[config.mk]
export PLATFORM = sky130hd
export DESIGN_NAME = spag_cfg
export DESIGN_NICKNAME = d
export VERILOG_FILES = /design/src/design/spag_pkg.sv /design/src/design/spag_cfg.sv
export SDC_FILE = /design/constraint.sdc
export NUM_CORES = 1
export LEC_CHECK = 0
export BUFFER_PORTS_ARGS = -buffer_cell sky130_fd_sc_hd__buf_2
export CORE_ASPECT_RATIO = 1.5
export CORE_MARGIN = 2
export CORE_UTILIZATION = 49
export CTS_CLUSTER_SIZE = 10
export DETAILED_ROUTE_END_ITERATION = 8
export PLACE_DENSITY = 0.8
export SLEW_MARGIN = 15
export SYNTH_ARGS = -nofsm -noshare
export SYNTH_HDL_FRONTEND = slang
export SYNTH_SLANG_ARGS = --single-unit
[constraint.sdc]
create_clock -name clk -period 1.3 [get_ports clk]
set_input_delay 0.325 -clock clk [delete_from_list [all_inputs] [get_ports clk]]
set_output_delay 0.325 -clock clk [all_outputs]
set_load 0.01 [all_outputs]
[src/design/spag_pkg.sv]
// Shared types and constants for the strided patch read address generator.
// Used by every module of the block; depends on nothing.
package spag_pkg;

  localparam int ADDR_BITS_DEF = 48;

  localparam int ELEM_W   = 4;
  localparam int EXT_W    = 16;
  localparam int PFAST_W  = 12;
  localparam int PROW_W   = 4;
  localparam int OFFS_W   = 48;
  localparam int COUNT_W  = 15;
  localparam int TILE_W   = 16;
  localparam int CFG_IDX_W = 3;
  localparam int CFG_DATA_W = 48;

  localparam logic [COUNT_W-1:0] COUNT_MAX = '1;

  typedef enum logic [CFG_IDX_W-1:0] {
    REG_ELEM_BYTES  = 3'd0,
    REG_EXTENT_FAST = 3'd1,
    REG_EXTENT_MID  = 3'd2,
    REG_EXTENT_SLOW = 3'd3,
    REG_PATCH_FAST  = 3'd4,
    REG_PATCH_MID   = 3'd5,
    REG_PATCH_SLOW  = 3'd6,
    REG_BASE_OFFSET = 3'd7
  } reg_idx_t;

  typedef struct packed {
    logic [ELEM_W-1:0]  elem_bytes;
    logic [EXT_W-1:0]   extent_fast;
    logic [EXT_W-1:0]   extent_mid;
    logic [EXT_W-1:0]   extent_slow;
    logic [PFAST_W-1:0] patch_fast;
    logic [PROW_W-1:0]  patch_mid;
    logic [PROW_W-1:0]  patch_slow;
    logic [OFFS_W-1:0]  base_offset;
  } cfg_t;

  localparam cfg_t CFG_RESET = '{
    elem_bytes:  4'd4,
    extent_fast: 16'd1,
    extent_mid:  16'd1,
    extent_slow: 16'd1,
    patch_fast:  12'd1,
    patch_mid:   4'd1,
    patch_slow:  4'd1,
    base_offset: 48'd0
  };

  typedef struct packed {
    logic [TILE_W-1:0] q_index;
    logic [TILE_W-1:0] tile_fast;
    logic [TILE_W-1:0] tile_mid;
    logic [TILE_W-1:0] tile_slow;
  } in_t;

  typedef struct packed {
    logic [OFFS_W-1:0]  byte_offset;
    logic [COUNT_W-1:0] byte_count;
    logic               last_row;
  } out_t;

  typedef enum logic [2:0] {
    ST_IDLE,
    ST_MUL1,
    ST_MUL2,
    ST_MUL3,
    ST_MUL4,
    ST_SEED,
    ST_EMIT
  } state_t;

  // Controller to datapath
  typedef struct packed {
    logic capture;
    logic mul1;
    logic mul2;
    logic mul3;
    logic mul4;
    logic seed;
    logic emit;
  } cmd_t;

  // Datapath to controller
  typedef struct packed {
    logic rows_zero;
    logic last_row;
    logic out_hold;
  } sts_t;

endpackage

[src/design/spag_cfg.sv]
// Configuration register file of the strided patch read address generator.
// Depends on spag_pkg for the register layout and reset values.
module spag_cfg (
  input  logic                              clk,
  input  logic                              rst_n,
  input  logic                              cfg_we,
  input  logic [spag_pkg::CFG_IDX_W-1:0]    cfg_index,
  input  logic [spag_pkg::CFG_DATA_W-1:0]   cfg_wdata,
  output spag_pkg::cfg_t                    cfg
);

  spag_pkg::cfg_t cfg_r;

  always_ff @(posedge clk) begin
    if (!rst_n) begin
      cfg_r <= spag_pkg::CFG_RESET;
    end else if (cfg_we) begin
      case (cfg_index)
        spag_pkg::REG_ELEM_BYTES:  cfg_r.elem_bytes  <= cfg_wdata[spag_pkg::ELEM_W-1:0];
        spag_pkg::REG_EXTENT_FAST: cfg_r.extent_fast <= cfg_wdata[spag_pkg::EXT_W-1:0];
        spag_pkg::REG_EXTENT_MID:  cfg_r.extent_mid  <= cfg_wdata[spag_pkg::EXT_W-1:0];
        spag_pkg::REG_EXTENT_SLOW: cfg_r.extent_slow <= cfg_wdata[spag_pkg::EXT_W-1:0];
        spag_pkg::REG_PATCH_FAST:  cfg_r.patch_fast  <= cfg_wdata[spag_pkg::PFAST_W-1:0];
        spag_pkg::REG_PATCH_MID:   cfg_r.patch_mid   <= cfg_wdata[spag_pkg::PROW_W-1:0];
        spag_pkg::REG_PATCH_SLOW:  cfg_r.patch_slow  <= cfg_wdata[spag_pkg::PROW_W-1:0];
        spag_pkg::REG_BASE_OFFSET: cfg_r.base_offset <= cfg_wdata[spag_pkg::OFFS_W-1:0];
        default: ;
      endcase
    end
  end

  assign cfg = cfg_r;

endmodule

==> impl_metrics.tcl, run 1 <==
set metrics [dict create \
    cp_num_buf_inv 1 \
    slowest_delay_ns 0.36 \
    cts_resized 0 \
    maxSlewViolCount 0 \
    ys_seq_area_share_pct 52.23 \
    via_per_inst 4.965 \
    wl_per_cell_um 15.31 \
    grt_overflow_total 0 \
    crit_chain "buf_2" \
    cp.required_ns 0.98 \
    drc 0 \
    synth.distinct_cells 15 \
    cellPowerDensity_nw_per_um2 1383 \
    clock.fmax_mhz 810.4 \
    critPathLaunchType "flop" \
    cts_made_buffers 17 \
    ys_seq_elements 120 \
    pre_cts_slack_ns -0.01145 \
    antenna_found_initial 0 \
    finalWirelength_mm 11.50 \
    hold_buffers 0 \
    clkTransAtPathRegs_ns 0.05 \
    syn_to_final_growth_pct 33.79 \
    endpoint_kind "output port" \
    cts_sinks 120 \
    critical_path_class "reg -> out" \
    finalNonFillerCells 751 \
    drtAntennaViolNets 0 \
    htreeDepth 4 \
    nets 683 \
    insertion_delay_ns 0.40 \
    dpl.hpwl_mm 8.412 \
    cts_setup_buffers 0 \
    grt_pass1_wl_mm 17.92 \
    syn-cell-area_um2 4599 \
    io-pin-count 174 \
    drt_iter0_markers 122 \
    min_period_ns 1.234 \
    syn-instance-count 453 \
    finalCritPeriodShare_pct 94.92 \
    dpl_cell_area_um2 5638 \
    hold_violations 0 \
    grt_max_degree 63 \
    critical-path-top-delay-family "flip-flops" \
    clock_skew_ns 0 \
    largest_reg_flops 120 \
    core_um2 9200 \
    path_max_fanout 2 \
    cts_root_buffer "clkbuf_16" \
    grt_pass1_vias 3673 \
    layout_setup_ws_ns 0.06598 \
    min_path_type "in -> reg" \
    maxCapViolCount 0 \
    grt_usage_pct 22.57 \
    yosys-top-cells-area "dfxtp_1 52%, mux2i_1 26%, nand2_1 13%" \
    crit_arrival_ns 0.91 \
    die_x_um 83.11 \
    yosys.area.top_type_share_pct 52.23 \
    finalSetupViolations 0 \
    dieArea_um2 10190 \
    yosysWarnings 0 \
    clk_path_buf_depth 2 \
    worst_path_max_delay_cell "dfxtp_1" \
    dr.pass1.iters 5 \
    cts_tree "done" \
    leakagePower_nw 3.431 \
    syn_avg_cell_area_um2 10.15 \
    numPortBuffers 173 \
    start_util_pct 49.99 \
    layout-drive-gt1-share_pct 34.43 \
    vdd_drop_max_v 0.001059 \
    fp.dieH_um 122.7 \
    tightest_slew_ns 0.3837 \
    gp_congestion 0.8375 \
    maxSlewHeadroom_pct 74.36 \
    rows 43 \
    place_inst 722 \
    rsz0062_at_grt "no" \
    syn_nets 507 \
    status "finished, final reports clean" \
    fillers 754 \
    vias 3729 \
    design_area_um2 6153 \
    diodes 0 \
    yosys.area.top_type "dfxtp_1" \
]
-- cell families after synthesis --
logic type | Yosys count | synth area share, %
muxes | 120 | 26.12
and+or+nand+nor | 178 | 16.84
DFF | 120 | 52.23
buffers and inverters | 35 | 4.815
-- report_power, final --
part | leakage [nW] | switching (mW) | total, mW | internal (mW)
clock network | 0.259 | 1.51 | 4.09 | 2.59
logic | 2.20 | 0.341 | 0.609 | 0.268
registers | 0.971 | 0.0414 | 3.81 | 3.77
total | 3.43 | 1.89 | 8.51 | 6.62
-- final cells by class --
class                      instances  area, um^2  share of cell area [%]
timing repair buffer             192        1111                   18.06
clock inverter                     4       20.02                  0.3253
tap                              112       140.1                   2.277
multi-input combinational        298        1984                   32.25
clock buffer                      25       495.5                   8.052
sequential                       120        2402                   39.04
-- synthesized netlist by cell type (all sizes together) --
cell type / count
nand4: 1
clkbuf: 8
nor4b: 1
nand4b: 3
dfxtp: 120
mux2i: 120
nor2b: 9
nand4bb: 2
and4bb: 1
nand2: 161
buf: 27
-- placed cells by master (no fill, tap or decap), types with 3 or more instances in the layout --
cell type  instances
buf_12             8
buf_4             12
mux2i_1          120
nand4b_1           3
dfxtp_1          120
buf_2            172
nand2_1          161
clkbuf_8           4
nor2b_1            9
clkbuf_16         17
clkinv_2           4
clkbuf_1           4
-- through the flow --
stage	utilization, %	total power, mW	hold WS (ns)	TNS (ns)
4_1_cts	66.88	8.572	0.1463	0
2_1_floorplan	-	4.223	0.4638	0
5_1_grt	66.88	8.798	0.1498	0
6_report	66.88	8.511	0.1574	0
3_5_place_dp	61.28	4.492	0.4462	-0.02023
3_3_place_gp	61.28	4.473	0.4415	0
-- worst paths after layout --
check                start  endpoint  cells after the start  slack (ns)
min          cfg_wdata[17]   cfg[17]                      3        0.16
min reg2reg        cfg[26]   cfg[26]                      2        0.45
max               cfg[108]  cfg[108]                      1        0.07
max reg2reg        cfg[22]   cfg[22]                      2        0.64
-- metal layers --
layer  routed length (um)  up-vias  GRT usage [%]
met1                 4538     1731          23.52
met3                  732       26          8.406
met2                 5957      137          40.52
met5                    0        -              0
li1                     -     1835              -
met4                  268        0          9.939
Note: power is estimated with default switching activity, not from simulation.
==> inputs of run 2 (changes only) <==
Settings changed: CORE_UTILIZATION 49 to 51, CTS_BUF_LIST set to sky130_fd_sc_hd__clkbuf_2 sky130_fd_sc_hd__clkbuf_4 sky130_fd_sc_hd__clkbuf_8, PLACE_DENSITY 0.8 to 0.83, TNS_END_PERCENT set to 5.
==> impl_metrics.tcl, run 2 (same netlist as run 1, synthesis figures left out) <==
set metrics [dict create \
    insertion_delay_ns 0.42 \
    endpoint_kind "output port" \
    htreeDepth 4 \
    diodes 0 \
    layout_setup_ws_ns 0.02885 \
    layout_commonest_cell "buf_2" \
    numPortBuffers 173 \
    place_inst 718 \
    p_clk_share_pct 45.1 \
    layout-drive-gt1-share_pct 35.31 \
    syn_to_final_growth_pct 32.05 \
    report.power.total_mw 8.044 \
    vdd_drop_max_v 0.001218 \
    nets 681 \
    hold_buffers 0 \
    largest_reg_flops 120 \
    cts_sinks 120 \
    clk_path_buf_depth 2 \
    grt_max_degree 63 \
    finalCritPeriodShare_pct 97.78 \
    dpl.hpwl_mm 8.485 \
    p_seq_share_pct 47.2 \
    crit_arrival_ns 0.95 \
    cp.required_ns 0.98 \
    multi_input_area_um2 1984 \
    finalNonFillerCells 750 \
    slowest_delay_ns 0.37 \
    p_comb_share_pct 7.6 \
    worst_path_max_delay_cell "dfxtp_1" \
    path_max_fanout 2 \
    dieArea_um2 9810 \
    status "finished, final reports clean" \
    antenna_found_initial 0 \
    clock_skew_ns 0 \
    critical_path_class "reg -> out" \
    gp_congestion 0.8785 \
    mostFrequentLayoutCells "171 x buf_2, 161 x nand2_1, 120 x mux2i_1" \
    min_path_type "in -> reg" \
    drtAntennaViolNets 0 \
    maxSlewViolCount 0 \
    crit_chain "buf_2" \
    cellPowerDensity_nw_per_um2 1324 \
    finalSetupViolations 0 \
    min_period_ns 1.271 \
    cts_setup_buffers 0 \
    drc 0 \
    via_per_inst 5.099 \
    core_um2 8776 \
    rsz0062_at_grt "no" \
    worst_hold_slack_ns 0.1352 \
    clkTransAtPathRegs_ns 0.07 \
    maxSlewHeadroom_pct 72.19 \
    vias 3824 \
    grt_overflow_total 0 \
    swShare_pct 23.95 \
    cts_root_buffer "clkbuf_8" \
    postLayoutCoreUtil_pct 69.20 \
    cts_made_buffers 17 \
    io-pin-count 174 \
    leakagePower_nw 3.369 \
    cts_resized 1 \
    fillers 671 \
    fp.dieH_um 120.3 \
    critical-path-top-delay-family "flip-flops" \
    seqCellArea_um2 2404 \
    dr.pass1.iters 4 \
    hold_violations 0 \
    tightest_slew_ns 0.4164 \
    pre_cts_slack_ns -0.02051 \
    grt_pass1_wl_mm 17.89 \
    wl_per_cell_um 15.68 \
    drt_iter0_markers 159 \
    grt_pass1_vias 3813 \
    internal-power_mw 6.117 \
    finalWirelength_mm 11.76 \
    cts_tree "done" \
    maxCapViolCount 0 \
    grt_usage_pct 24.24 \
    critPathLaunchType "flop" \
    rows 42 \
    cp_num_buf_inv 1 \
    switching_power_mw 1.927 \
    start_util_pct 52.41 \
    clock.fmax_mhz 786.7 \
    die_x_um 81.54 \
]
-- run 2: changes by cell type in the layout (fill, tap and decap cells not counted), sizes merged --
cell and change:
buf -2, bufinv +4, clkbuf -8, clkinv +1, clkinvlp +5, inv +1
-- run 2: metal layers --
layer	track usage, %	share of wire (%)	wire (um)	vias up
met2	42.78	51	6050	174
met5	0	0	0	-
met3	7.836	8.0	944	40
met1	24.08	36	4218	1770
li1	-	-	-	1840
met4	13.88	4.6	546	0
-- run 2: path summary, 6_finish.rpt --
kind                 startpoint       end  slack, ns  cells after the start
setup / recovery        cfg[59]   cfg[59]       0.03                      1
hold / removal    cfg_wdata[30]   cfg[30]       0.14                      3
setup reg to reg        cfg[68]   cfg[68]       0.64                      2
hold reg to reg        cfg[117]  cfg[117]       0.45                      2
-- run 2: metrics by stage --
step,TNS (ns),instance area [um^2]
floorplan,0,4599
global placement,0,5633
detailed placement,-0.1581,5633
CTS,0,6072
global route,0,6073
finish,0,6073
-- run 2: layout make-up --
class / instances / share of cell area [%]
Clock buffer: 17 / 3.852
Tap cell: 110 / 2.266
Timing Repair Buffer: 190 / 18.29
Clock inverter: 15 / 3.337
Sequential cell: 120 / 39.58
Multi-Input combinational cell: 298 / 32.67
-- run 2: power by group through the flow --
stage | registers, mW | clock network, mW | logic, mW
detailed placement | 3.88 | 0 | 0.617
finish | 3.80 | 3.63 | 0.615
floorplan | 3.92 | 0 | 0.306
global placement | 3.88 | 0 | 0.600
CTS | 3.80 | 3.68 | 0.620
global route | 3.81 | 3.83 | 0.668
-- run 2: worst reg2reg max path, stage by stage (launching register included) --
cell	delay, ns
dfxtp_1	0.33
nor2b_1	0.12
mux2i_1	0.08
==> inputs of run 3 (changes only) <==
Settings changed: REMOVE_ABC_BUFFERS set to 1.
==> impl_metrics.tcl, run 3 (same netlist as run 1, synthesis figures left out) <==
set metrics [dict create \
    status "finished, final reports clean" \
    pre_cts_slack_ns -0.03005 \
    insertion_delay_ns 0.43 \
    drt_iter0_markers 127 \
    critical-path-top-delay-family "flip-flops" \
    path_max_fanout 2 \
    worst_path_max_delay_cell "dfxtp_1" \
    clkTransAtPathRegs_ns 0.07 \
    finalSetupViolations 0 \
    critPathLaunchType "flop" \
    wl_per_cell_um 14.32 \
    htreeDepth 4 \
    endpoint_kind "output port" \
    grt_pass1_vias 3707 \
    core_um2 8776 \
    clk_path_buf_depth 2 \
    min_path_type "in -> reg" \
    numPortBuffers 173 \
    critical_path_class "reg -> out" \
    gp_congestion 0.7838 \
    layout_commonest_cell "buf_2" \
    tightest_slew_ns 0.2919 \
    start_util_pct 52.41 \
    grt_overflow_total 0 \
    vdd_drop_max_v 0.0008201 \
    cts_sinks 120 \
    dr.pass1.iters 4 \
    clock.fmax_mhz 793.9 \
    dpl.hpwl_mm 8.024 \
    grt_max_degree 39 \
    min_period_ns 1.260 \
    drc 0 \
    dieArea_um2 9810 \
    fp.dieH_um 120.3 \
    nets 693 \
    slowest_delay_ns 0.36 \
    mostFrequentLayoutCells "172 x buf_2, 161 x nand2_1, 120 x mux2i_1" \
    diodes 0 \
    crit_chain "buf_2" \
    antenna_found_initial 0 \
    grt_pass1_wl_mm 17.39 \
    cts_tree "done" \
    die_x_um 81.54 \
    finalWirelength_mm 10.90 \
    grt_usage_pct 23.34 \
    rsz0062_at_grt "no" \
    drtAntennaViolNets 0 \
    leakagePower_nw 3.489 \
    cellPowerDensity_nw_per_um2 1380 \
    syn_to_final_growth_pct 35.91 \
    hold_violations 0 \
    layout_setup_ws_ns 0.04033 \
    cts_root_buffer "clkbuf_8" \
    cts_made_buffers 17 \
    via_per_inst 4.934 \
    maxSlewHeadroom_pct 80.49 \
    cp_num_buf_inv 1 \
    finalCritPeriodShare_pct 96.90 \
    maxSlewViolCount 0 \
    rows 42 \
    hold_buffers 0 \
    clock_skew_ns 0 \
    layout-drive-gt1-share_pct 37.02 \
    crit_arrival_ns 0.93 \
    tns_ns 0 \
    io-pin-count 174 \
    vias 3755 \
    cp.required_ns 0.98 \
    maxCapViolCount 0 \
    largest_reg_flops 120 \
]
## run 3: cell count changes in the layout (fill, tap and decap cells not counted), sizes merged
cell / delta
buf: +12
clkbuf: +7
clkinvlp: -5
inv: -1
bufinv: +2
clkinv: -4
## run 3: final timing paths
path              endpoint  slack, ns          start  cells past startpoint
setup reg to reg   cfg[86]       0.65        cfg[86]                      2
hold / removal     cfg[18]       0.13  cfg_wdata[18]                      3
hold reg to reg   cfg[109]       0.46       cfg[109]                      2
setup / recovery   cfg[86]       0.04        cfg[86]                      1
## run 3: routing by layer
| layer | track usage (%) | vias up | routed length (um) |
|---|---|---|---|
| met5 | 0 | - | 0 |
| met4 | 10.06 | 0 | 283 |
| met3 | 7.612 | 25 | 702 |
| met2 | 40.63 | 123 | 5671 |
| met1 | 25.18 | 1749 | 4238 |
| li1 | - | 1858 | - |
## run 3: final cells by class
class                           count  area, um^2
Fill cell                         650        2525
Sequential cell                   120        2409
Timing Repair Buffer              202        1211
Multi-Input combinational cell    298        1984
Clock inverter                      7       185.2
Tap cell                          110       137.6
Clock buffer                       24       324.1
## run 3: repair_timing
item | in CTS | in global routing
setup endpoints to repair | 0 | 5
resized for setup | 0 | 5
setup buffers | 0 | 0
endpoints found under the hold margin | 0 | 0
## run 3: stage by stage
step | power (mW) | util, % | area, um^2 | std cells | hold WS [ns]
floorplan | 4.125 | - | 4378 | 418 | 0.4638
global placement | 4.489 | 65.35 | 5736 | 730 | 0.4407
detailed placement | 4.513 | 65.35 | 5736 | 730 | 0.4494
CTS | 8.689 | 71.16 | 6245 | 761 | 0.1130
global route | 8.911 | 71.23 | 6251 | 761 | 0.1145
finish | 8.629 | 71.23 | 6251 | 761 | 0.1303
## run 3: report_power, final
part | internal, mW | switching (mW)
clock | 2.80 | 1.40
sequential | 3.76 | 0.0404
combinational | 0.293 | 0.337
total | 6.85 | 1.78
