## config.mk

```make
export PLATFORM = sky130hd
export DESIGN_NAME = spag_ctrl
export DESIGN_NICKNAME = d
export VERILOG_FILES = /design/src/design/spag_pkg.sv /design/src/design/spag_ctrl.sv
export SDC_FILE = /design/constraint.sdc
export NUM_CORES = 1
export LEC_CHECK = 0
export BUFFER_PORTS_ARGS = -buffer_cell sky130_fd_sc_hd__buf_4
export CAP_MARGIN = 40
export CORE_AREA = 3 3 40 42
export CTS_CLUSTER_SIZE = 20
export DETAILED_ROUTE_END_ITERATION = 6
export DIE_AREA = 0 0 43 45
export MAX_ROUTING_LAYER = met4
export SYNTH_ARGS = -nofsm -noshare
export SYNTH_HDL_FRONTEND = slang
export SYNTH_SLANG_ARGS = --single-unit
```

## constraint.sdc

```tcl
create_clock -name clk -period 1 [get_ports clk]
set_clock_uncertainty 0.15 [all_clocks]
set_input_delay 0.1 -clock clk [delete_from_list [all_inputs] [get_ports clk]]
set_output_delay 0.1 -clock clk [all_outputs]
set_load 0.005 [all_outputs]
```

## src/design/spag_pkg.sv

```systemverilog
// Shared types and constants for the strided patch read address generator.
// Used by every module of the block; depends on nothing.
package spag_pkg;

  localparam int ADDR_BITS_DEF = 48;

  localparam int ELEM_W   = 4;
  localparam int EXT_W    = 16;
  localparam int PFAST_W  = 12;
  localparam int PROW_W   = 4;
  localparam int OFFS_W   = 48;
  localparam int COUNT_W  = 15;
  localparam int TILE_W   = 16;
  localparam int CFG_IDX_W = 3;
  localparam int CFG_DATA_W = 48;

  localparam logic [COUNT_W-1:0] COUNT_MAX = '1;

  typedef enum logic [CFG_IDX_W-1:0] {
    REG_ELEM_BYTES  = 3'd0,
    REG_EXTENT_FAST = 3'd1,
    REG_EXTENT_MID  = 3'd2,
    REG_EXTENT_SLOW = 3'd3,
    REG_PATCH_FAST  = 3'd4,
    REG_PATCH_MID   = 3'd5,
    REG_PATCH_SLOW  = 3'd6,
    REG_BASE_OFFSET = 3'd7
  } reg_idx_t;

  typedef struct packed {
    logic [ELEM_W-1:0]  elem_bytes;
    logic [EXT_W-1:0]   extent_fast;
    logic [EXT_W-1:0]   extent_mid;
    logic [EXT_W-1:0]   extent_slow;
    logic [PFAST_W-1:0] patch_fast;
    logic [PROW_W-1:0]  patch_mid;
    logic [PROW_W-1:0]  patch_slow;
    logic [OFFS_W-1:0]  base_offset;
  } cfg_t;

  localparam cfg_t CFG_RESET = '{
    elem_bytes:  4'd4,
    extent_fast: 16'd1,
    extent_mid:  16'd1,
    extent_slow: 16'd1,
    patch_fast:  12'd1,
    patch_mid:   4'd1,
    patch_slow:  4'd1,
    base_offset: 48'd0
  };

  typedef struct packed {
    logic [TILE_W-1:0] q_index;
    logic [TILE_W-1:0] tile_fast;
    logic [TILE_W-1:0] tile_mid;
    logic [TILE_W-1:0] tile_slow;
  } in_t;

  typedef struct packed {
    logic [OFFS_W-1:0]  byte_offset;
    logic [COUNT_W-1:0] byte_count;
    logic               last_row;
  } out_t;

  typedef enum logic [2:0] {
    ST_IDLE,
    ST_MUL1,
    ST_MUL2,
    ST_MUL3,
    ST_MUL4,
    ST_SEED,
    ST_EMIT
  } state_t;

  // Controller to datapath
  typedef struct packed {
    logic capture;
    logic mul1;
    logic mul2;
    logic mul3;
    logic mul4;
    logic seed;
    logic emit;
  } cmd_t;

  // Datapath to controller
  typedef struct packed {
    logic rows_zero;
    logic last_row;
    logic out_hold;
  } sts_t;

endpackage

```

## src/design/spag_ctrl.sv

```systemverilog
// Controller: sequences the product steps and the row bursts of one request.
// Depends on spag_pkg; talks to spag_dp through cmd_t and sts_t only.
module spag_ctrl (
  input  logic           clk,
  input  logic           rst_n,
  input  logic           in_valid,
  output logic           in_ready,
  input  spag_pkg::sts_t sts,
  output spag_pkg::cmd_t cmd
);

  spag_pkg::state_t state_r;
  spag_pkg::state_t state_nxt;

  always_ff @(posedge clk) begin
    if (!rst_n) begin
      state_r <= spag_pkg::ST_IDLE;
    end else begin
      state_r <= state_nxt;
    end
  end

  always_comb begin
    state_nxt = state_r;
    cmd       = '0;
    in_ready  = 1'b0;
    case (state_r)
      spag_pkg::ST_IDLE: begin
        in_ready = 1'b1;
        if (in_valid) begin
          cmd.capture = 1'b1;
          // Drop a request whose patch has no rows
          if (!sts.rows_zero) begin
            state_nxt = spag_pkg::ST_MUL1;
          end
        end
      end
      spag_pkg::ST_MUL1: begin
        cmd.mul1  = 1'b1;
        state_nxt = spag_pkg::ST_MUL2;
      end
      spag_pkg::ST_MUL2: begin
        cmd.mul2  = 1'b1;
        state_nxt = spag_pkg::ST_MUL3;
      end
      spag_pkg::ST_MUL3: begin
        cmd.mul3  = 1'b1;
        state_nxt = spag_pkg::ST_MUL4;
      end
      spag_pkg::ST_MUL4: begin
        cmd.mul4  = 1'b1;
        state_nxt = spag_pkg::ST_SEED;
      end
      spag_pkg::ST_SEED: begin
        cmd.seed  = 1'b1;
        state_nxt = spag_pkg::ST_EMIT;
      end
      spag_pkg::ST_EMIT: begin
        if (!sts.out_hold) begin
          cmd.emit = 1'b1;
          if (sts.last_row) begin
            state_nxt = spag_pkg::ST_IDLE;
          end
        end
      end
      default: begin
        state_nxt = spag_pkg::ST_IDLE;
      end
    endcase
  end

endmodule

```

==> results of run 1 <==
[metal layers]
layer  track usage  vias up  wire length, µm
met5             -        -                0
met3        0.0239        0               35
met2         0.132        9              399
met1        0.0986      131              320
li1              -      142                -
met4        0.0723        0                0
[cell type report]
class                           count  area [µm²]  area share
Inverter                            2        10.0      0.0204
Timing Repair Buffer               24         191       0.389
Tap cell                           15        18.8      0.0382
Multi-Input combinational cell     18         174       0.354
Sequential cell                     3        71.3       0.145
Clock buffer                        4        26.3      0.0534
[cell families (layout without fill, tap and decap cells)]
group | Yosys count | in the layout
AO/OA/AOI/OAI | 4 | 4
XOR/XNOR | 1 | 1
AND/OR/NAND/NOR | 13 | 13
buffers and inverters | 5 | 30
flip-flops | 3 | 3
[path summary, 6_finish.rpt]
path                            depth (start not counted)          to  startpoint
worst min register to register                          2  state_r[1]  state_r[2]
worst max register to register                          3  state_r[0]  state_r[2]
worst min-delay path                                    3  state_r[1]       rst_n
worst max-delay path                                    3      cmd[6]  state_r[2]
[worst min-delay path: cells and delay by family]
family	cells	cell delay (ns)
buf+inv	2	0.24
compound gates	1	0.06
[layout by cell type, fill, tap and decap left out]
cell type / instances
sky130_fd_sc_hd__buf_4: 21
sky130_fd_sc_hd__clkbuf_4: 3
sky130_fd_sc_hd__buf_6: 3
sky130_fd_sc_hd__dfxtp_4: 3
sky130_fd_sc_hd__nor2b_1: 2
sky130_fd_sc_hd__nor3_1: 2
sky130_fd_sc_hd__nor3_4: 1
sky130_fd_sc_hd__inv_4: 1
sky130_fd_sc_hd__and3_1: 1
sky130_fd_sc_hd__nor3_2: 1
sky130_fd_sc_hd__nor3b_1: 1
sky130_fd_sc_hd__nand2b_4: 1
sky130_fd_sc_hd__nor2_2: 1
sky130_fd_sc_hd__nor2_1: 1
sky130_fd_sc_hd__and2_1: 1
sky130_fd_sc_hd__nor4b_2: 1
sky130_fd_sc_hd__xnor2_1: 1
sky130_fd_sc_hd__inv_1: 1
sky130_fd_sc_hd__a311oi_2: 1
sky130_fd_sc_hd__a2111oi_4: 1
sky130_fd_sc_hd__o211a_1: 1
sky130_fd_sc_hd__a21oi_1: 1
sky130_fd_sc_hd__clkbuf_1: 1
[power by group through the flow]
stage          Sequential (mW)  Combinational [mW]  Clock (mW)
2_1_floorplan            0.138               0.116           0
3_3_place_gp             0.165               0.160           0
3_5_place_dp             0.168               0.161           0
4_1_cts                  0.157               0.216       0.231
5_1_grt                  0.161               0.255       0.237
6_report                 0.159               0.238       0.217
[stage by stage]
stage | std cells | TNS (ns) | cell area [µm²] | hold WS (ns)
2_1_floorplan | 26 | -0.0386 | 244 | 0.0742
3_3_place_gp | 56 | -1.76 | 368 | 0.277
6_report | 66 | -2.39 | 492 | 0.0609
5_1_grt | 66 | -2.95 | 492 | 0.0592
3_5_place_dp | 56 | -1.90 | 368 | 0.273
4_1_cts | 64 | -2.54 | 454 | 0.00779
[timing repair]
item	4_1_cts	5_1_grt
pin swaps	4	5
setup buffers	4	2
resized for setup	12	4
hold endpoints to repair	0	0
endpoints found under the setup margin	11	11
==> flow_summary.html, run 1 <==
<table>
<tr><th>Metric</th><th>Value</th></tr>
<tr><th colspan="2">Outcome</th></tr>
<tr><td>Result of the run</td><td>finished with violations</td></tr>
<tr><td>Violated checks</td><td>negative setup slack</td></tr>
<tr><th colspan="2">Yosys</th></tr>
<tr><td>Cell type with the highest aggregate area in the netlist</td><td>sky130_fd_sc_hd__dfxtp_1</td></tr>
<tr><td>Ys flop type</td><td>sky130_fd_sc_hd__dfxtp_1</td></tr>
<tr><td>Syn Std Cell Area</td><td>approximately 240 µm²</td></tr>
<tr><td>Simple logic cell fraction of the synthesized area</td><td>0.363</td></tr>
<tr><td>List of most frequent post-synthesis cells</td><td>sky130_fd_sc_hd__dfxtp_1, sky130_fd_sc_hd__nor3_1, sky130_fd_sc_hd__buf_6, sky130_fd_sc_hd__nor2_1, sky130_fd_sc_hd__nor2b_1</td></tr>
<tr><td>Compound-gate portion of the synthesized area</td><td>0.189</td></tr>
<tr><td>Syn_area_per_cell</td><td>9.14 µm²</td></tr>
<tr><td>Yosys warnings</td><td>0</td></tr>
<tr><td>Post-synth EDFFs</td><td>0</td></tr>
<tr><td>Count of cell types in the netlist</td><td>19</td></tr>
<tr><td>Share of cell area taken by muxes after synthesis</td><td>0</td></tr>
<tr><td>Post-Synthesis Net Count</td><td>32</td></tr>
<tr><td>Flip-flop and latch count after synthesis</td><td>3</td></tr>
<tr><td>Post-synthesis xor/xnor area fraction</td><td>0.0368</td></tr>
<tr><td>Main combinational cell family by area after synthesis</td><td>simple AND/OR/NAND/NOR gates</td></tr>
<tr><td>Sequential cell area fraction in the yosys report</td><td>0.253</td></tr>
<tr><td>Fraction of synthesis flops using an asynchronous set or reset pin</td><td>0</td></tr>
<tr><td>Area share of the largest cell type after synthesis</td><td>0.253</td></tr>
<tr><td>Ranking of synthesized cells by area</td><td>sky130_fd_sc_hd__dfxtp_1, sky130_fd_sc_hd__buf_6, sky130_fd_sc_hd__nor3_1, sky130_fd_sc_hd__a2111oi_2, sky130_fd_sc_hd__a311oi_2</td></tr>
<tr><td>Mapped Cells</td><td>26</td></tr>
<tr><td>Adder and majority cell fraction of the synthesized area</td><td>0</td></tr>
<tr><th colspan="2">Critical path</th></tr>
<tr><td>Critical path startpoint category</td><td>flop</td></tr>
<tr><td>Worst path slowest cell</td><td>sky130_fd_sc_hd__dfxtp_4</td></tr>
<tr><td>Critical path's top delay family</td><td>flip-flops</td></tr>
<tr><td>Highest net fanout along the worst path</td><td>5</td></tr>
<tr><td>Critical Setup Path Class</td><td>reg2out</td></tr>
<tr><td>Largest stage delay on the critical path</td><td>0.37 ns</td></tr>
<tr><td>Arrival time at the worst endpoint</td><td>between 1 and 1.5 ns</td></tr>
<tr><td>Register-to-Register Setup Slack</td><td>-0.24 ns</td></tr>
<tr><td>Kind of end point of the critical path</td><td>output pin</td></tr>
<tr><td>CP Cell Sequence</td><td>nor3_4 -&gt; and2_1 -&gt; buf_4</td></tr>
<tr><td>Data required time of the critical path</td><td>0.75 ns</td></tr>
<tr><td>Buffers and inverters on the worst path</td><td>1</td></tr>
<tr><th colspan="2">GRT</th></tr>
<tr><td>Overall global routing resource usage</td><td>0.0883</td></tr>
<tr><td>First-pass GRT wire length</td><td>roughly 1200 µm</td></tr>
<tr><td>Number of antenna violations at the first check in global routing</td><td>0</td></tr>
<tr><td>Maximum number of pins on one net before global-route repair</td><td>8</td></tr>
<tr><td>Vias in the first global route</td><td>between 200 and 300</td></tr>
<tr><td>Total grt overflow</td><td>0</td></tr>
<tr><th colspan="2">Floorplanning</th></tr>
<tr><td>Effective utilization at floorplan</td><td>0.185</td></tr>
<tr><td>Vertical die dimension</td><td>45 µm</td></tr>
<tr><td>Count of boundary I/O pins</td><td>14</td></tr>
<tr><td>Die ar.</td><td>a little under 2000 µm²</td></tr>
<tr><td>Core outline area</td><td>1280 µm²</td></tr>
<tr><td>Die extent in x</td><td>43 µm</td></tr>
<tr><td>Number of rows created at floorplan</td><td>13</td></tr>
<tr><th colspan="2">Power and ir drop</th></tr>
<tr><td>Proportion of power drawn by combinational gates</td><td>0.388</td></tr>
<tr><td>Share of total power consumed by net switching</td><td>0.293</td></tr>
<tr><td>Reg power frac</td><td>0.259</td></tr>
<tr><td>Share of total power in the clock network</td><td>0.353</td></tr>
<tr><td>Sw Pwr</td><td>180 µW</td></tr>
<tr><td>Pwr per Cell Area</td><td>1250 nW/µm²</td></tr>
<tr><td>Overall power</td><td>613 µW</td></tr>
<tr><td>Cell internal pwr</td><td>around 430 µW</td></tr>
<tr><td>Static Leak</td><td>0.234 nW</td></tr>
<tr><td>VDD IR max</td><td>between 0.5 and 0.6 mV</td></tr>
<tr><th colspan="2">Routing</th></tr>
<tr><td>Per-cell routed wire length</td><td>11.4 µm</td></tr>
<tr><td>Number of DRC markers after the initial detailed-route iteration</td><td>0</td></tr>
<tr><td>Routed wire length</td><td>between 700 and 800 µm</td></tr>
<tr><td>Post-route ant nets</td><td>0</td></tr>
<tr><td>Via total after detailed routing</td><td>282</td></tr>
<tr><td>First drt pass iteration count</td><td>1</td></tr>
<tr><td>Routed via count divided by cell count</td><td>roughly 4.3</td></tr>
<tr><td>DRC violations left</td><td>0</td></tr>
<tr><th colspan="2">Cells and area</th></tr>
<tr><td>Fillcell total</td><td>145</td></tr>
<tr><td>Largest register FFs</td><td>3</td></tr>
<tr><td>Share of final-layout standard cells stronger than drive strength 1</td><td>0.745</td></tr>
<tr><td>Diode count</td><td>0</td></tr>
<tr><td>Post-layout nets</td><td>58</td></tr>
<tr><td>End-of-flow core utilization</td><td>0.383</td></tr>
<tr><td>Layout overhead on the synthesized area</td><td>107%</td></tr>
<tr><td>Largest registers in the final layout</td><td>state_r: 3 flops</td></tr>
<tr><td>Largest register by flop count</td><td>state_r</td></tr>
<tr><th colspan="2">Clock network</th></tr>
<tr><td>Clock Root Buffer</td><td>sky130_fd_sc_hd__clkbuf_4</td></tr>
<tr><td>Htree depth</td><td>1</td></tr>
<tr><td>Number of buffers added by the clock tree synthesis step</td><td>3</td></tr>
<tr><td>Hold-fix buffers, CTS</td><td>0</td></tr>
<tr><td>Maximum count of clock buffers along a single path</td><td>2</td></tr>
<tr><td>Skew-Pair Late Insertion Delay</td><td>0.23 ns</td></tr>
<tr><td>CTS tree</td><td>done</td></tr>
<tr><td>Clk sinks</td><td>3</td></tr>
<tr><td>Clock-pin slew on the worst setup and hold paths</td><td>0.04 ns</td></tr>
<tr><th colspan="2">STA</th></tr>
<tr><td>Number of endpoints with negative hold slack in the final report</td><td>0</td></tr>
<tr><td>Time the worst path needs with I/O delays and setup</td><td>around 1.3 ns</td></tr>
<tr><td>Final worst-path cycle share</td><td>1.27</td></tr>
<tr><td>Worst-Margin Slew</td><td>between 0.3 and 0.4 ns</td></tr>
<tr><td>Maximum operating frequency</td><td>0.785 GHz</td></tr>
<tr><td>Unrepaired setup endpoints after global routing</td><td>true</td></tr>
<tr><td>Final worst setup slack</td><td>-0.273 ns</td></tr>
<tr><td>Slew Limit Fails</td><td>0</td></tr>
<tr><td>Relative slew slack</td><td>0.777</td></tr>
<tr><td>Final setup viols</td><td>11</td></tr>
<tr><th colspan="2">Min path</th></tr>
<tr><td>Worst min-delay path class</td><td>in2reg</td></tr>
<tr><th colspan="2">Flow run</th></tr>
<tr><td>Number of max-cap violations</td><td>0</td></tr>
<tr><th colspan="2">Placement</th></tr>
<tr><td>Final HPWL from detailed placement</td><td>436 µm</td></tr>
<tr><td>Worst slack after detailed placement</td><td>-0.207 ns</td></tr>
<tr><td>Number of port buffers</td><td>13</td></tr>
<tr><td>Final weighted congestion of routability-driven global placement</td><td>~0.76</td></tr>
</table>
Power figures use the tool's default switching activity.
==> run 2: changes to the inputs <==
SKIP_LAST_GASP = 1   (was unset)
==> run 2 against run 1 <==
Against the previous run:
- the run still ends with negative setup slack left
- cell count stayed put
- largest power group unchanged
- sequential cell count stayed put
- total power is 0.75% lower
- worst setup slack better by 0.00091 ns
==> flow_summary.html, run 2 (synthesis results as in run 1) <==
<table>
<tr><th>Metric</th><th>Value</th></tr>
<tr><th colspan="2">Floorplanning</th></tr>
<tr><td>Count of boundary I/O pins</td><td>14 (unchanged)</td></tr>
<tr><td>Die extent in x</td><td>43 µm (unchanged)</td></tr>
<tr><td>Effective utilization at floorplan</td><td>0.185 (unchanged)</td></tr>
<tr><td>Die ar.</td><td>1940 µm² (unchanged)</td></tr>
<tr><td>Vertical die dimension</td><td>45 µm (unchanged)</td></tr>
<tr><td>Core outline area</td><td>1280 µm² (unchanged)</td></tr>
<tr><td>Number of rows created at floorplan</td><td>13 (unchanged)</td></tr>
<tr><th colspan="2">GRT</th></tr>
<tr><td>Global routing met1 resource utilization</td><td>0.0986 (unchanged)</td></tr>
<tr><td>Overall global routing resource usage</td><td>0.0883 (unchanged)</td></tr>
<tr><td>Maximum number of pins on one net before global-route repair</td><td>8 (unchanged)</td></tr>
<tr><td>First-pass GRT wire length</td><td>1190 µm (unchanged)</td></tr>
<tr><td>Met3 GRT Util</td><td>0.0239 (unchanged)</td></tr>
<tr><td>GR met2 Demand/Resource</td><td>0.132 (unchanged)</td></tr>
<tr><td>Vias in the first global route</td><td>282 (unchanged)</td></tr>
<tr><td>Total grt overflow</td><td>0 (unchanged)</td></tr>
<tr><td>Global route hottest layer</td><td>met2</td></tr>
<tr><td>Number of antenna violations at the first check in global routing</td><td>0 (unchanged)</td></tr>
<tr><th colspan="2">Cells and area</th></tr>
<tr><td>Fillcell total</td><td>144 (-0.69%)</td></tr>
<tr><td>Largest registers in the final layout</td><td>state_r: 3 flops</td></tr>
<tr><td>Area occupied by multi-input gates</td><td>174 µm² (unchanged)</td></tr>
<tr><td>Share of final-layout standard cells stronger than drive strength 1</td><td>0.745 (unchanged)</td></tr>
<tr><td>Largest register FFs</td><td>3 (unchanged)</td></tr>
<tr><td>Highest-count cells in the layout ignoring fill and taps</td><td>sky130_fd_sc_hd__buf_4, sky130_fd_sc_hd__clkbuf_4, sky130_fd_sc_hd__buf_6, sky130_fd_sc_hd__dfxtp_4</td></tr>
<tr><td>Commonest non-fill, non-tap cell in the layout</td><td>sky130_fd_sc_hd__buf_4</td></tr>
<tr><td>Total non-filler cell area in the finished layout</td><td>489 µm² (-0.51%)</td></tr>
<tr><td>Layout overhead on the synthesized area</td><td>106%</td></tr>
<tr><td>Post-layout nets</td><td>58 (unchanged)</td></tr>
<tr><td>Non-filler cells in the finished layout</td><td>66 (unchanged)</td></tr>
<tr><td>Largest register by flop count</td><td>state_r</td></tr>
<tr><td>Diode count</td><td>0 (unchanged)</td></tr>
<tr><td>Combined flip-flop and latch cell area</td><td>71.3 µm² (unchanged)</td></tr>
<tr><th colspan="2">Outcome</th></tr>
<tr><td>Violated checks</td><td>negative setup slack</td></tr>
<tr><td>Result of the run</td><td>finished with violations</td></tr>
<tr><th colspan="2">Clock network</th></tr>
<tr><td>Hold-fix buffers, CTS</td><td>0 (unchanged)</td></tr>
<tr><td>Number of buffers added by the clock tree synthesis step</td><td>3 (unchanged)</td></tr>
<tr><td>Maximum count of clock buffers along a single path</td><td>2 (unchanged)</td></tr>
<tr><td>Clock Root Buffer</td><td>sky130_fd_sc_hd__clkbuf_4</td></tr>
<tr><td>CTS tree</td><td>done</td></tr>
<tr><td>Htree depth</td><td>1 (unchanged)</td></tr>
<tr><td>Clock-pin slew on the worst setup and hold paths</td><td>0.04 ns (about the same)</td></tr>
<tr><td>Clk sinks</td><td>3 (unchanged)</td></tr>
<tr><td>Skew-Pair Late Insertion Delay</td><td>0.23 ns (about the same)</td></tr>
<tr><th colspan="2">Critical path</th></tr>
<tr><td>Critical Setup Path Class</td><td>reg2out</td></tr>
<tr><td>Worst reg2reg path endpoint</td><td>state_r[0]</td></tr>
<tr><td>Crit path from</td><td>state_r[2]</td></tr>
<tr><td>Worst path slowest cell</td><td>sky130_fd_sc_hd__dfxtp_4</td></tr>
<tr><td>Critical path's top delay family</td><td>flip-flops</td></tr>
<tr><td>Data required time of the critical path</td><td>0.75 ns (about the same)</td></tr>
<tr><td>Register-to-Register Setup Slack</td><td>-0.26 ns (-0.02 ns)</td></tr>
<tr><td>Count of cells along the worst register-to-register path</td><td>3 (unchanged)</td></tr>
<tr><td>CP Cell Sequence</td><td>nor3_4 -&gt; and2_1 -&gt; buf_4</td></tr>
<tr><td>Highest net fanout along the worst path</td><td>5 (unchanged)</td></tr>
<tr><td>Largest stage delay on the critical path</td><td>0.36 ns (about the same)</td></tr>
<tr><td>Critical path startpoint category</td><td>flop</td></tr>
<tr><td>Buffers and inverters on the worst path</td><td>1 (unchanged)</td></tr>
<tr><td>Arrival time at the worst endpoint</td><td>1.02 ns (about the same)</td></tr>
<tr><td>Kind of end point of the critical path</td><td>output pin</td></tr>
<tr><td>Launch point of the worst reg-to-reg path</td><td>state_r[1]</td></tr>
<tr><th colspan="2">Power and ir drop</th></tr>
<tr><td>Static Leak</td><td>0.234 nW (about the same)</td></tr>
<tr><td>Pwr per Cell Area</td><td>1240 nW/µm² (-0.25%)</td></tr>
<tr><td>VDD IR max</td><td>0.555 mV (-0.28%)</td></tr>
<tr><th colspan="2">Min path</th></tr>
<tr><td>Hold endpoint</td><td>state_r[1]</td></tr>
<tr><td>Hold Startpoint</td><td>rst_n</td></tr>
<tr><td>Hold Path Depth</td><td>3 (unchanged)</td></tr>
<tr><td>Worst min-delay path class</td><td>in2reg</td></tr>
<tr><th colspan="2">Routing</th></tr>
<tr><td>DRC violations left</td><td>0 (unchanged)</td></tr>
<tr><td>Via total after detailed routing</td><td>280 (-0.71%)</td></tr>
<tr><td>First drt pass iteration count</td><td>1 (unchanged)</td></tr>
<tr><td>Number of DRC markers after the initial detailed-route iteration</td><td>0 (unchanged)</td></tr>
<tr><td>Routed wire length</td><td>739 µm (-2.1%)</td></tr>
<tr><td>Per-cell routed wire length</td><td>11.2 µm (-2.1%)</td></tr>
<tr><td>Routed via count divided by cell count</td><td>4.24 (-0.71%)</td></tr>
<tr><td>Post-route ant nets</td><td>0 (unchanged)</td></tr>
<tr><th colspan="2">Placement</th></tr>
<tr><td>Number of cells after detailed placement</td><td>56 (unchanged)</td></tr>
<tr><td>Final weighted congestion of routability-driven global placement</td><td>0.756 (unchanged)</td></tr>
<tr><td>Number of port buffers</td><td>13 (unchanged)</td></tr>
<tr><td>Post-placement cell area</td><td>368 µm² (unchanged)</td></tr>
<tr><td>Worst slack after detailed placement</td><td>-0.207 ns (unchanged)</td></tr>
<tr><td>Final HPWL from detailed placement</td><td>436 µm (unchanged)</td></tr>
<tr><th colspan="2">STA</th></tr>
<tr><td>Slew Limit Fails</td><td>0 (unchanged)</td></tr>
<tr><td>Unrepaired setup endpoints after global routing</td><td>true</td></tr>
<tr><td>Maximum operating frequency</td><td>0.786 GHz (about the same)</td></tr>
<tr><td>Worst-Margin Slew</td><td>0.332 ns (+0.000432 ns)</td></tr>
<tr><td>Final setup viols</td><td>11 (unchanged)</td></tr>
<tr><td>Time the worst path needs with I/O delays and setup</td><td>1.27 ns (-0.000909 ns)</td></tr>
<tr><td>Final total negative setup slack</td><td>-2.40 ns (-0.00982 ns)</td></tr>
<tr><td>Relative slew slack</td><td>0.777 (about the same)</td></tr>
<tr><td>Final worst setup slack</td><td>-0.272 ns (+0.000909 ns)</td></tr>
<tr><td>Final worst-path cycle share</td><td>1.27 (about the same)</td></tr>
<tr><td>Number of endpoints with negative hold slack in the final report</td><td>0 (unchanged)</td></tr>
<tr><td>Worst slack on hold paths</td><td>0.0616 ns (+0.000647 ns)</td></tr>
<tr><th colspan="2">Flow run</th></tr>
<tr><td>Number of max-cap violations</td><td>0 (unchanged)</td></tr>
</table>
run 2: how the worst max path moves through the flow:
stage,depth (start not counted),to
after global placement,2,cmd[0]
final,3,cmd[6]
after detailed placement,3,cmd[1]
after floorplan,3,cmd[6]
after CTS,3,cmd[6]
after global routing,3,cmd[6]
run 2: final cells by class:
type                    instances  area share
flip-flops and latches          3       0.146
inverters                       2      0.0205
clock buffers                   4      0.0537
well taps                      15      0.0384
repair buffers                 24       0.386
multi-input cells              18       0.355
run 2: power breakdown:
| group | total [mW] | switching, mW | internal (mW) |
|---|---|---|---|
| clock | 0.216 | 0.0661 | 0.150 |
| sequential | 0.158 | 0.0260 | 0.132 |
| combinational | 0.235 | 0.0863 | 0.149 |
| total | 0.609 | 0.178 | 0.430 |
run 2: worst reg2reg max path: cells and delay by family, from the launching register on:
kind	cells	cell delay (ns)
flops	1	0.36
buf+inv	2	0.31
compound gates	1	0.34
run 2: per-layer routing:
metal  wire length (µm)  part of all wire  vias up
met5                  0                 0        -
met4                  0                 0        0
met3                 35             0.047        0
met2                399              0.54        9
met1                304              0.41      129
li1                   -                 -      142
run 2: stage by stage:
step	total power, mW	util
after global placement	0.326	0.286
after detailed placement	0.328	0.286
final	0.609	0.381
after floorplan	0.254	-
after CTS	0.604	0.353
after global routing	0.651	0.381
run 2: what timing repair did:
| action | in CTS | in global routing |
|---|---|---|
| resized for setup | 12 | 3 |
| endpoints found under the setup margin | 11 | 11 |
| pin swaps | 4 | 4 |
| setup buffers | 4 | 2 |
